$ cat src/rtl/tll_pkg.sv
// Shared types, constants and table lookups for the thermistor table linearizer.
// No dependencies; every other file in the block imports this package.
package tll_pkg;

  localparam int KIND_W       = 4;
  localparam int CNT_W        = 10;
  localparam int TEMP_W       = 20;
  localparam int IDX_W        = 5;
  localparam int ROW_W        = 3;
  localparam int SPAN_W       = 15;
  localparam int QUO_W        = 7;
  localparam int QUO_TOP      = QUO_W - 1;
  localparam int BIT_W        = 3;
  localparam int REM_W        = 17;
  localparam int SEGSUM_W     = 19;
  localparam int PROD_W       = SPAN_W + QUO_W;
  localparam int RECIP_SH     = 29;
  localparam int RECIP_W      = 23;
  localparam int RECIP_M      = 5368710;
  localparam int SCALE        = 100;
  localparam int KINDS        = 10;
  localparam int ROWS         = 5;
  localparam int TABLE_POINTS = 17;
  localparam int SEGMENTS_DEF = 16;
  localparam int QUEUE_DEPTH  = 2;

  typedef enum logic [1:0] {
    CLS_ZERO,
    CLS_HIGH,
    CLS_LOW,
    CLS_INTERP
  } tll_cls_t;

  typedef struct packed {
    tll_cls_t           cls;
    logic [KIND_W-1:0]  sel;
    logic [CNT_W-1:0]   count;
  } tll_entry_t;

  typedef enum logic [2:0] {
    BK_IDLE,
    BK_SEARCH,
    BK_SETUP,
    BK_DIV,
    BK_MUL,
    BK_RECIP,
    BK_SUM
  } tll_bk_state_t;

  localparam logic [CNT_W-1:0] COUNT_TABLE [ROWS][TABLE_POINTS] = '{
    '{10'd932, 10'd844, 10'd716, 10'd564, 10'd412, 10'd284, 10'd192, 10'd128,
      10'd84,  10'd56,  10'd40,  10'd28,  10'd20,  10'd16,  10'd12,  10'd8,  10'd4},
    '{10'd988, 10'd964, 10'd924, 10'd862, 10'd778, 10'd682, 10'd572, 10'd462,
      10'd364, 10'd282, 10'd214, 10'd164, 10'd128, 10'd100, 10'd76,  10'd62, 10'd48},
    '{10'd932, 10'd860, 10'd760, 10'd640, 10'd508, 10'd384, 10'd280, 10'd200,
      10'd140, 10'd100, 10'd72,  10'd52,  10'd36,  10'd28,  10'd20,  10'd16, 10'd12},
    '{10'd976, 10'd948, 10'd906, 10'd842, 10'd764, 10'd670, 10'd566, 10'd466,
      10'd376, 10'd296, 10'd234, 10'd180, 10'd144, 10'd114, 10'd90,  10'd76, 10'd60},
    '{10'd984, 10'd952, 10'd908, 10'd844, 10'd764, 10'd668, 10'd564, 10'd460,
      10'd368, 10'd288, 10'd220, 10'd168, 10'd132, 10'd100, 10'd76,  10'd60, 10'd48}
  };

  function automatic logic [CNT_W-1:0] table_count(input logic [ROW_W-1:0] row,
                                                   input logic [IDX_W-1:0] idx);
    logic [CNT_W-1:0] val;
    val = '0;
    if ((int'(row) < ROWS) && (int'(idx) < TABLE_POINTS)) begin
      val = COUNT_TABLE[row][idx];
    end
    return val;
  endfunction

  function automatic logic [SPAN_W-1:0] span_of(input logic [KIND_W-1:0] sel);
    logic [SPAN_W-1:0] val;
    unique case (sel)
      4'd0:                       val = 15'd11875;
      4'd1:                       val = 15'd21375;
      4'd2, 4'd4, 4'd6, 4'd8:     val = 15'd10000;
      4'd3, 4'd5, 4'd7, 4'd9:     val = 15'd18000;
      default:                    val = '0;
    endcase
    return val;
  endfunction

  function automatic logic signed [TEMP_W-1:0] limit_low(input logic [KIND_W-1:0] sel);
    logic signed [TEMP_W-1:0] val;
    unique case (sel)
      4'd8:    val = -20'sd50000;
      4'd9:    val = -20'sd58000;
      default: val = -20'sd40000;
    endcase
    return val;
  endfunction

  function automatic logic signed [TEMP_W-1:0] limit_high(input logic [KIND_W-1:0] sel);
    logic signed [TEMP_W-1:0] val;
    unique case (sel)
      4'd0:                  val = 20'sd150000;
      4'd1:                  val = 20'sd302000;
      4'd2, 4'd4, 4'd6:      val = 20'sd120000;
      4'd3, 4'd5, 4'd7:      val = 20'sd248000;
      4'd8:                  val = 20'sd110000;
      4'd9:                  val = 20'sd230000;
      default:               val = '0;
    endcase
    return val;
  endfunction

endpackage

$ cat src/rtl/thermistor_table_linearizer.sv
// Top level of the thermistor table linearizer: front, request queue and back.
// Depends on tll_pkg, tll_front, tll_fifo and tll_back.
//
// A request (start high while busy is low) carries a sensor kind and a ten-bit
// count and yields exactly one temperature in thousandths of a degree, shown
// for one cycle with out_valid; the receiver cannot stall, so it must take
// every strobe. A request passes through the front register and the queue
// before the back part takes it. For a clamped count or an unknown kind the
// back part registers the result as it takes the request and stays idle. An
// interpolated count holds the back part while it takes the request, runs the
// halving search over the sixteen segments (four steps and a final check),
// the setup step, the bit-serial division of seven quotient bits, and the
// multiply, reciprocal and sum steps of scaling; equal counts at both ends of
// the segment end it at setup with the low limit. The back part takes no new
// request until an interpolated reading is finished; the front register and
// the two-entry queue hold up to three requests, and busy rises only when the
// queue and the front register are both full.
module thermistor_table_linearizer
  import tll_pkg::*;
#(
  parameter int SEGMENTS = SEGMENTS_DEF
) (
  input  logic                     clk,
  input  logic                     rst_n,
  input  logic                     start,
  output logic                     busy,
  input  logic [KIND_W-1:0]        in_sensor_kind,
  input  logic [CNT_W-1:0]         in_raw_count,
  output logic                     out_valid,
  output logic signed [TEMP_W-1:0] out_temperature
);

  logic       push, pop, q_full, q_empty;
  tll_entry_t push_data, pop_data;

  tll_front #(
    .SEGMENTS(SEGMENTS)
  ) u_front (
    .clk           (clk),
    .rst_n         (rst_n),
    .start         (start),
    .busy          (busy),
    .in_sensor_kind(in_sensor_kind),
    .in_raw_count  (in_raw_count),
    .push          (push),
    .push_data     (push_data),
    .q_full        (q_full)
  );

  tll_fifo #(
    .DEPTH(QUEUE_DEPTH)
  ) u_fifo (
    .clk      (clk),
    .rst_n    (rst_n),
    .push     (push),
    .push_data(push_data),
    .pop      (pop),
    .pop_data (pop_data),
    .full     (q_full),
    .empty    (q_empty)
  );

  tll_back #(
    .SEGMENTS(SEGMENTS)
  ) u_back (
    .clk            (clk),
    .rst_n          (rst_n),
    .q_empty        (q_empty),
    .q_data         (pop_data),
    .pop            (pop),
    .out_valid      (out_valid),
    .out_temperature(out_temperature)
  );

endmodule

$ cat src/rtl/tll_fifo.sv
// Short request queue between the front and back parts of the linearizer.
// Depends on tll_pkg for the entry type.
module tll_fifo
  import tll_pkg::*;
#(
  parameter int DEPTH = QUEUE_DEPTH
) (
  input  logic       clk,
  input  logic       rst_n,
  input  logic       push,
  input  tll_entry_t push_data,
  input  logic       pop,
  output tll_entry_t pop_data,
  output logic       full,
  output logic       empty
);

  localparam int PTR_W = (DEPTH > 1) ? $clog2(DEPTH) : 1;
  localparam int CNT_QW = $clog2(DEPTH + 1);

  tll_entry_t        mem_r [DEPTH];
  logic [PTR_W-1:0]  wr_ptr_r, wr_ptr_nxt;
  logic [PTR_W-1:0]  rd_ptr_r, rd_ptr_nxt;
  logic [CNT_QW-1:0] cnt_r, cnt_nxt;

  assign full     = (cnt_r == CNT_QW'(DEPTH));
  assign empty    = (cnt_r == '0);
  assign pop_data = mem_r[rd_ptr_r];

  always_comb begin
    wr_ptr_nxt = wr_ptr_r;
    rd_ptr_nxt = rd_ptr_r;
    cnt_nxt    = cnt_r;
    if (push) begin
      wr_ptr_nxt = (wr_ptr_r == PTR_W'(DEPTH - 1)) ? '0 : wr_ptr_r + 1'b1;
    end
    if (pop) begin
      rd_ptr_nxt = (rd_ptr_r == PTR_W'(DEPTH - 1)) ? '0 : rd_ptr_r + 1'b1;
    end
    if (push && !pop) begin
      cnt_nxt = cnt_r + 1'b1;
    end else if (pop && !push) begin
      cnt_nxt = cnt_r - 1'b1;
    end
  end

  always_ff @(posedge clk) begin
    if (!rst_n) begin
      wr_ptr_r <= '0;
      rd_ptr_r <= '0;
      cnt_r    <= '0;
    end else begin
      wr_ptr_r <= wr_ptr_nxt;
      rd_ptr_r <= rd_ptr_nxt;
      cnt_r    <= cnt_nxt;
    end
  end

  always_ff @(posedge clk) begin
    if (push) begin
      mem_r[wr_ptr_r] <= push_data;
    end
  end

endmodule

$ cat src/rtl/tll_front.sv
// Front part: takes requests, checks the sensor kind and the table ends,
// and queues each request with its class. Depends on tll_pkg.
module tll_front
  import tll_pkg::*;
#(
  parameter int SEGMENTS = SEGMENTS_DEF
) (
  input  logic              clk,
  input  logic              rst_n,
  input  logic              start,
  output logic              busy,
  input  logic [KIND_W-1:0] in_sensor_kind,
  input  logic [CNT_W-1:0]  in_raw_count,
  output logic              push,
  output tll_entry_t        push_data,
  input  logic              q_full
);

  localparam int LAST = (SEGMENTS < TABLE_POINTS - 1) ? SEGMENTS : TABLE_POINTS - 1;

  logic              full_r, full_nxt;
  logic [KIND_W-1:0] kind_r;
  logic [CNT_W-1:0]  count_r;
  logic              accept;
  logic [KIND_W-1:0] sel;
  logic [ROW_W-1:0]  row;

  assign busy   = full_r && q_full;
  assign accept = start && !busy;
  assign push   = full_r && !q_full;
  assign sel    = kind_r - 1'b1;
  assign row    = sel[ROW_W:1];

  always_comb begin
    push_data.sel   = sel;
    push_data.count = count_r;
    if ((kind_r == '0) || (int'(kind_r) > KINDS)) begin
      push_data.cls = CLS_ZERO;
    end else if (count_r <= table_count(row, IDX_W'(LAST))) begin
      push_data.cls = CLS_HIGH;
    end else if (count_r >= table_count(row, '0)) begin
      push_data.cls = CLS_LOW;
    end else begin
      push_data.cls = CLS_INTERP;
    end
  end

  always_comb begin
    full_nxt = full_r;
    if (accept) begin
      full_nxt = 1'b1;
    end else if (push) begin
      full_nxt = 1'b0;
    end
  end

  always_ff @(posedge clk) begin
    if (!rst_n) begin
      full_r <= 1'b0;
    end else begin
      full_r <= full_nxt;
    end
  end

  always_ff @(posedge clk) begin
    if (accept) begin
      kind_r  <= in_sensor_kind;
      count_r <= in_raw_count;
    end
  end

endmodule

$ cat src/rtl/tll_back.sv
// Back part: halving search for the segment, serial division for the fraction,
// and scaling by a reciprocal multiply. Depends on tll_pkg.
module tll_back
  import tll_pkg::*;
#(
  parameter int SEGMENTS = SEGMENTS_DEF
) (
  input  logic                     clk,
  input  logic                     rst_n,
  input  logic                     q_empty,
  input  tll_entry_t               q_data,
  output logic                     pop,
  output logic                     out_valid,
  output logic signed [TEMP_W-1:0] out_temperature
);

  localparam int LAST = (SEGMENTS < TABLE_POINTS - 1) ? SEGMENTS : TABLE_POINTS - 1;

  tll_bk_state_t            state_r, state_nxt;
  tll_entry_t               ent_r, ent_nxt;
  logic [IDX_W-1:0]         lo_r, lo_nxt, hi_r, hi_nxt;
  logic [CNT_W-1:0]         delta_r, delta_nxt;
  logic [REM_W-1:0]         rem_r, rem_nxt;
  logic [QUO_W-1:0]         quo_r, quo_nxt;
  logic [BIT_W-1:0]         bit_r, bit_nxt;
  logic [SEGSUM_W-1:0]      segsum_r, segsum_nxt;
  logic [PROD_W-1:0]        prod_r, prod_nxt;
  logic [SPAN_W-1:0]        frac_r, frac_nxt;
  logic                     out_valid_r, out_valid_nxt;
  logic signed [TEMP_W-1:0] out_temp_r, out_temp_nxt;

  logic [ROW_W-1:0]         row;
  logic [IDX_W:0]           mid_sum;
  logic [IDX_W-1:0]         mid;
  logic [CNT_W-1:0]         top, bot, setup_delta;
  logic [REM_W-1:0]         shifted;
  logic [PROD_W+RECIP_W-1:0] recip_prod;
  logic signed [TEMP_W-1:0] low_lim;
  logic signed [TEMP_W:0]   total;

  assign pop             = (state_r == BK_IDLE) && !q_empty;
  assign out_valid       = out_valid_r;
  assign out_temperature = out_temp_r;

  assign row         = ent_r.sel[ROW_W:1];
  assign mid_sum     = {1'b0, lo_r} + {1'b0, hi_r} + 1'b1;
  assign mid         = mid_sum[IDX_W:1];
  assign top         = table_count(row, lo_r);
  assign bot         = table_count(row, lo_r + 1'b1);
  assign setup_delta = top - bot;
  assign shifted     = REM_W'(delta_r) << bit_r;
  assign recip_prod  = (PROD_W + RECIP_W)'(prod_r) * (PROD_W + RECIP_W)'(RECIP_M);
  assign low_lim     = limit_low(ent_r.sel);
  assign total       = {low_lim[TEMP_W-1], low_lim}
                     + $signed({2'b00, segsum_r}) + $signed({6'b000000, frac_r});

  always_comb begin
    state_nxt = state_r;
    unique case (state_r)
      BK_IDLE: begin
        if (!q_empty && (q_data.cls == CLS_INTERP)) begin
          state_nxt = BK_SEARCH;
        end
      end
      BK_SEARCH: begin
        if (lo_r == hi_r) begin
          state_nxt = BK_SETUP;
        end
      end
      BK_SETUP: begin
        state_nxt = (setup_delta == '0) ? BK_IDLE : BK_DIV;
      end
      BK_DIV: begin
        if (bit_r == '0) begin
          state_nxt = BK_MUL;
        end
      end
      BK_MUL:   state_nxt = BK_RECIP;
      BK_RECIP: state_nxt = BK_SUM;
      BK_SUM:   state_nxt = BK_IDLE;
      default:  state_nxt = BK_IDLE;
    endcase
  end

  always_comb begin
    ent_nxt       = ent_r;
    lo_nxt        = lo_r;
    hi_nxt        = hi_r;
    delta_nxt     = delta_r;
    rem_nxt       = rem_r;
    quo_nxt       = quo_r;
    bit_nxt       = bit_r;
    segsum_nxt    = segsum_r;
    prod_nxt      = prod_r;
    frac_nxt      = frac_r;
    out_valid_nxt = 1'b0;
    out_temp_nxt  = out_temp_r;
    unique case (state_r)
      BK_IDLE: begin
        if (!q_empty) begin
          ent_nxt = q_data;
          lo_nxt  = '0;
          hi_nxt  = IDX_W'(LAST - 1);
          case (q_data.cls)
            CLS_ZERO: begin
              out_valid_nxt = 1'b1;
              out_temp_nxt  = '0;
            end
            CLS_HIGH: begin
              out_valid_nxt = 1'b1;
              out_temp_nxt  = limit_high(q_data.sel);
            end
            CLS_LOW: begin
              out_valid_nxt = 1'b1;
              out_temp_nxt  = limit_low(q_data.sel);
            end
            default: begin
            end
          endcase
        end
      end
      BK_SEARCH: begin
        if (lo_r != hi_r) begin
          if (ent_r.count < table_count(row, mid)) begin
            lo_nxt = mid;
          end else begin
            hi_nxt = mid - 1'b1;
          end
        end
      end
      BK_SETUP: begin
        delta_nxt  = setup_delta;
        rem_nxt    = REM_W'(top - ent_r.count) * REM_W'(SCALE);
        quo_nxt    = '0;
        bit_nxt    = BIT_W'(QUO_TOP);
        segsum_nxt = SEGSUM_W'(span_of(ent_r.sel)) * SEGSUM_W'(lo_r);
        if (setup_delta == '0) begin
          out_valid_nxt = 1'b1;
          out_temp_nxt  = limit_low(ent_r.sel);
        end
      end
      BK_DIV: begin
        if (rem_r >= shifted) begin
          rem_nxt        = rem_r - shifted;
          quo_nxt[bit_r] = 1'b1;
        end
        bit_nxt = bit_r - 1'b1;
      end
      BK_MUL: begin
        prod_nxt = PROD_W'(span_of(ent_r.sel)) * PROD_W'(quo_r);
      end
      BK_RECIP: begin
        frac_nxt = recip_prod[RECIP_SH +: SPAN_W];
      end
      BK_SUM: begin
        out_valid_nxt = 1'b1;
        out_temp_nxt  = total[TEMP_W-1:0];
      end
      default: begin
      end
    endcase
  end

  always_ff @(posedge clk) begin
    if (!rst_n) begin
      state_r     <= BK_IDLE;
      out_valid_r <= 1'b0;
    end else begin
      state_r     <= state_nxt;
      out_valid_r <= out_valid_nxt;
    end
  end

  always_ff @(posedge clk) begin
    ent_r      <= ent_nxt;
    lo_r       <= lo_nxt;
    hi_r       <= hi_nxt;
    delta_r    <= delta_nxt;
    rem_r      <= rem_nxt;
    quo_r      <= quo_nxt;
    bit_r      <= bit_nxt;
    segsum_r   <= segsum_nxt;
    prod_r     <= prod_nxt;
    frac_r     <= frac_nxt;
    out_temp_r <= out_temp_nxt;
  end

endmodule
$ cat config.mk
export PLATFORM = sky130hd
export DESIGN_NAME = thermistor_table_linearizer
export DESIGN_NICKNAME = d
export VERILOG_FILES = /design/src/rtl/tll_pkg.sv /design/src/rtl/thermistor_table_linearizer.sv /design/src/rtl/tll_fifo.sv /design/src/rtl/tll_front.sv /design/src/rtl/tll_back.sv
export SDC_FILE = /design/constraint.sdc
export NUM_CORES = 2
export LEC_CHECK = 0
export BUFFER_PORTS_ARGS = -buffer_cell sky130_fd_sc_hd__buf_2
export CORE_UTILIZATION = 25
export DETAILED_ROUTE_END_ITERATION = 6
export PLACE_DENSITY = 0.41
export SETUP_SLACK_MARGIN = 0.4
export SKIP_LAST_GASP = 1
export SYNTH_ARGS = -nofsm -noshare
export SYNTH_HDL_FRONTEND = slang
export SYNTH_SLANG_ARGS = --single-unit
$ cat constraint.sdc
create_clock -name clk -period 10.5 [get_ports clk]
set_input_delay 0.525 -clock clk [delete_from_list [all_inputs] [get_ports clk]]
set_output_delay 0.525 -clock clk [all_outputs]
set_load 0.05 [all_outputs]
==> metrics <==
vias in the first global route 20800; # IOs 39; grt ovf 0; Site Rows 122; Slew Limit Fails 0; synthesized instance count roughly 3000; Post-Route WL around 77000 µm; H-tree depth 1; antenna cells 0; most common cell after layout, fill and taps aside inv_1; initial antenna violation count 0; Placed Instances roughly 4500; number of distinct library cells after synthesis 80; fin cells about 4500; DR vias roughly 20000; die width 338 µm; Most used DFF post-synth edfxtp_1; final hold vios 0; Worst EP arrival about 8 ns; Setup Skew 0.0326 ns; CP max FO 18; CP startpoint kind flip-flop; Die ar. approximately 110000 µm²; gp weighted congestion between 0.8 and 0.9; Final period util 0.741; DRT iter0 DRCs around 1200; nets approximately 3800; cts repair resizes 0; layout cell share with drive strength beyond 1 0.0544; Post-synth EDFFs between 150 and 200; number of routed nets with antenna violations 0; Critical Path RT approximately 11 ns; post-CTS setup repair buffer count 0; WL per Instance between 15 and 20 µm; Worst-Skew Late Latency around 0.59 ns; setup ws final 2.72 ns; Initial Util 0.254; Setup CP Type flip-flop to flip-flop; slowest CP cell edfxtp_1; sequential fraction of the synthesis area 0.208; DRT Pass-1 Iters 5; crit-path most repeated cell ha_1; DR vias/cell ~4.6; largest net degree at the start of global routing 65; CP endpoint kind flip-flop; hold-fix buffers at CTS 0; CTS tree built; status finished, final reports clean; Area Overhead vs Synth 10.1%; HP Start in_raw_count[5]; Critical path origin u_back.ent_r[11]; max-cap violation count 0; clock net sink count about 200; RSZ-0062 raised after global routing false; HP Class input pin to flip-flop; first-pass GRT wire length 122000 µm; cell area after synthesis roughly 28000 µm²; syn_nets about 3800; Least-Margin Pin Slew 1.10 ns; Port-buffer cells 38; Clock transition at path regs ~0.06 ns; Ys Warns 0; Placement Setup Slack 2.79 ns; Synth Register Bits around 200; max incr delay on CP around 0.80 ns; placeable core area about 110000 µm²; HPWL after detailed placement just over 60000 µm; Mean Syn Cell Area around 9.4 µm²; GRT Total Usage 0.136; Final setup violation count 0; maximum clock frequency ~0.13 GHz; fraction of registers with async set or reset after synthesis 0; drc violations 0; most frequent cells in the layout inv_1 (507), ha_1 (451), fa_1 (291); root buffer cell clkbuf_16; die height 338 µm; Slew HR 0.259; Tmin final roughly 7.8 ns; TritonCTS buffer count 28; Setup TNS 0 ns; clk buf depth 3; reg-to-reg startpoint u_back.ent_r[11]
[synthesized netlist by cell type (23+ instances only)]
master,count,area share
inv_1,507,0.067
nand2_1,204,0.027
nor2_1,186,0.025
o21ai_0,142,0.025
nand3_1,32,0.0057
a21o_1,49,0.013
a21oi_1,193,0.034
xor2_1,38,0.012
clkbuf_1,86,0.011
a31oi_1,25,0.0055
ha_1,451,0.20
edfxtp_1,182,0.19
nor3_1,44,0.0078
a211oi_1,35,0.0093
nor2b_1,28,0.0062
and2_1,77,0.017
nand2b_1,23,0.0051
xnor2_1,85,0.026
fa_1,291,0.21
[path summary, 6_finish.rpt]
path                              to  slack [ns]  cells past startpoint
setup / recovery    u_back.rem_r[16]        2.72                     31
hold / removal    u_front.count_r[5]        0.11                      1
setup reg to reg    u_back.rem_r[16]        2.72                     31
hold reg to reg   u_fifo.mem_r[0][4]        0.50                      0
[per-layer routing]
metal,global-route usage,routed length [µm]
met1,0.192,37900
met2,0.225,35200
met3,0.0121,2140
met4,0.0282,1510
met5,0,0
[critical path, delay by kind of cell (launching register included)]
kind	cells	cell delay (ns)
AO/OA/AOI/OAI	14	2.40
flip-flops	1	0.80
AND/OR/NAND/NOR	6	1.44
XOR/XNOR	1	0.25
buffers and inverters	3	0.18
multiplexers	1	0.27
adder cells (fa/ha/maj)	6	2.23
[flip-flops by register name, summed over array words and instances, names as in the netlist, 5 cells and up, named ones only]
name                    flops
u_fifo.mem_r               32
u_back.quo_r                7
u_front.count_r            10
u_back.hi_r                 5
u_back.rem_r               17
u_back.out_temperature     20
u_back.delta_r              9
u_back.ent_r               14
u_back.segsum_r            19
u_back.frac_r              15
u_back.lo_r                 5
u_back.prod_r              22
[layout make-up]
class                   instances  area (µm²)
fillers                     11900       80200
multi-input cells            2182       20000
flip-flops and latches        202        5870
inverters                     511        1920
well taps                    1488        1860
clock buffers                  30         729
repair buffers                 67         408
clock inverters                22         225
[per-stage QoR]
stage	util	instance area, µm²	hold slack (ns)
finish	0.279	31100	0.107
global route	0.279	31100	0.0790
CTS	0.279	31100	0.0627
detailed placement	0.270	30100	0.506
global placement	0.270	30100	0.500
floorplan	-	28200	0.445
[kinds of logic after synthesis]
logic type	Yosys count	share of synthesized area
AND/OR/NAND/NOR	665	0.111
XOR/XNOR	125	0.0396
buffers and inverters	619	0.0827
adder cells (fa/ha/maj)	742	0.407
multiplexers	45	0.0190
flip-flops	202	0.208
other	1	0.000133
AO/OA/AOI/OAI	604	0.134
Power is not shown: default switching activity piles up to over one toggle a cycle in this logic, so the estimate is an artifact.
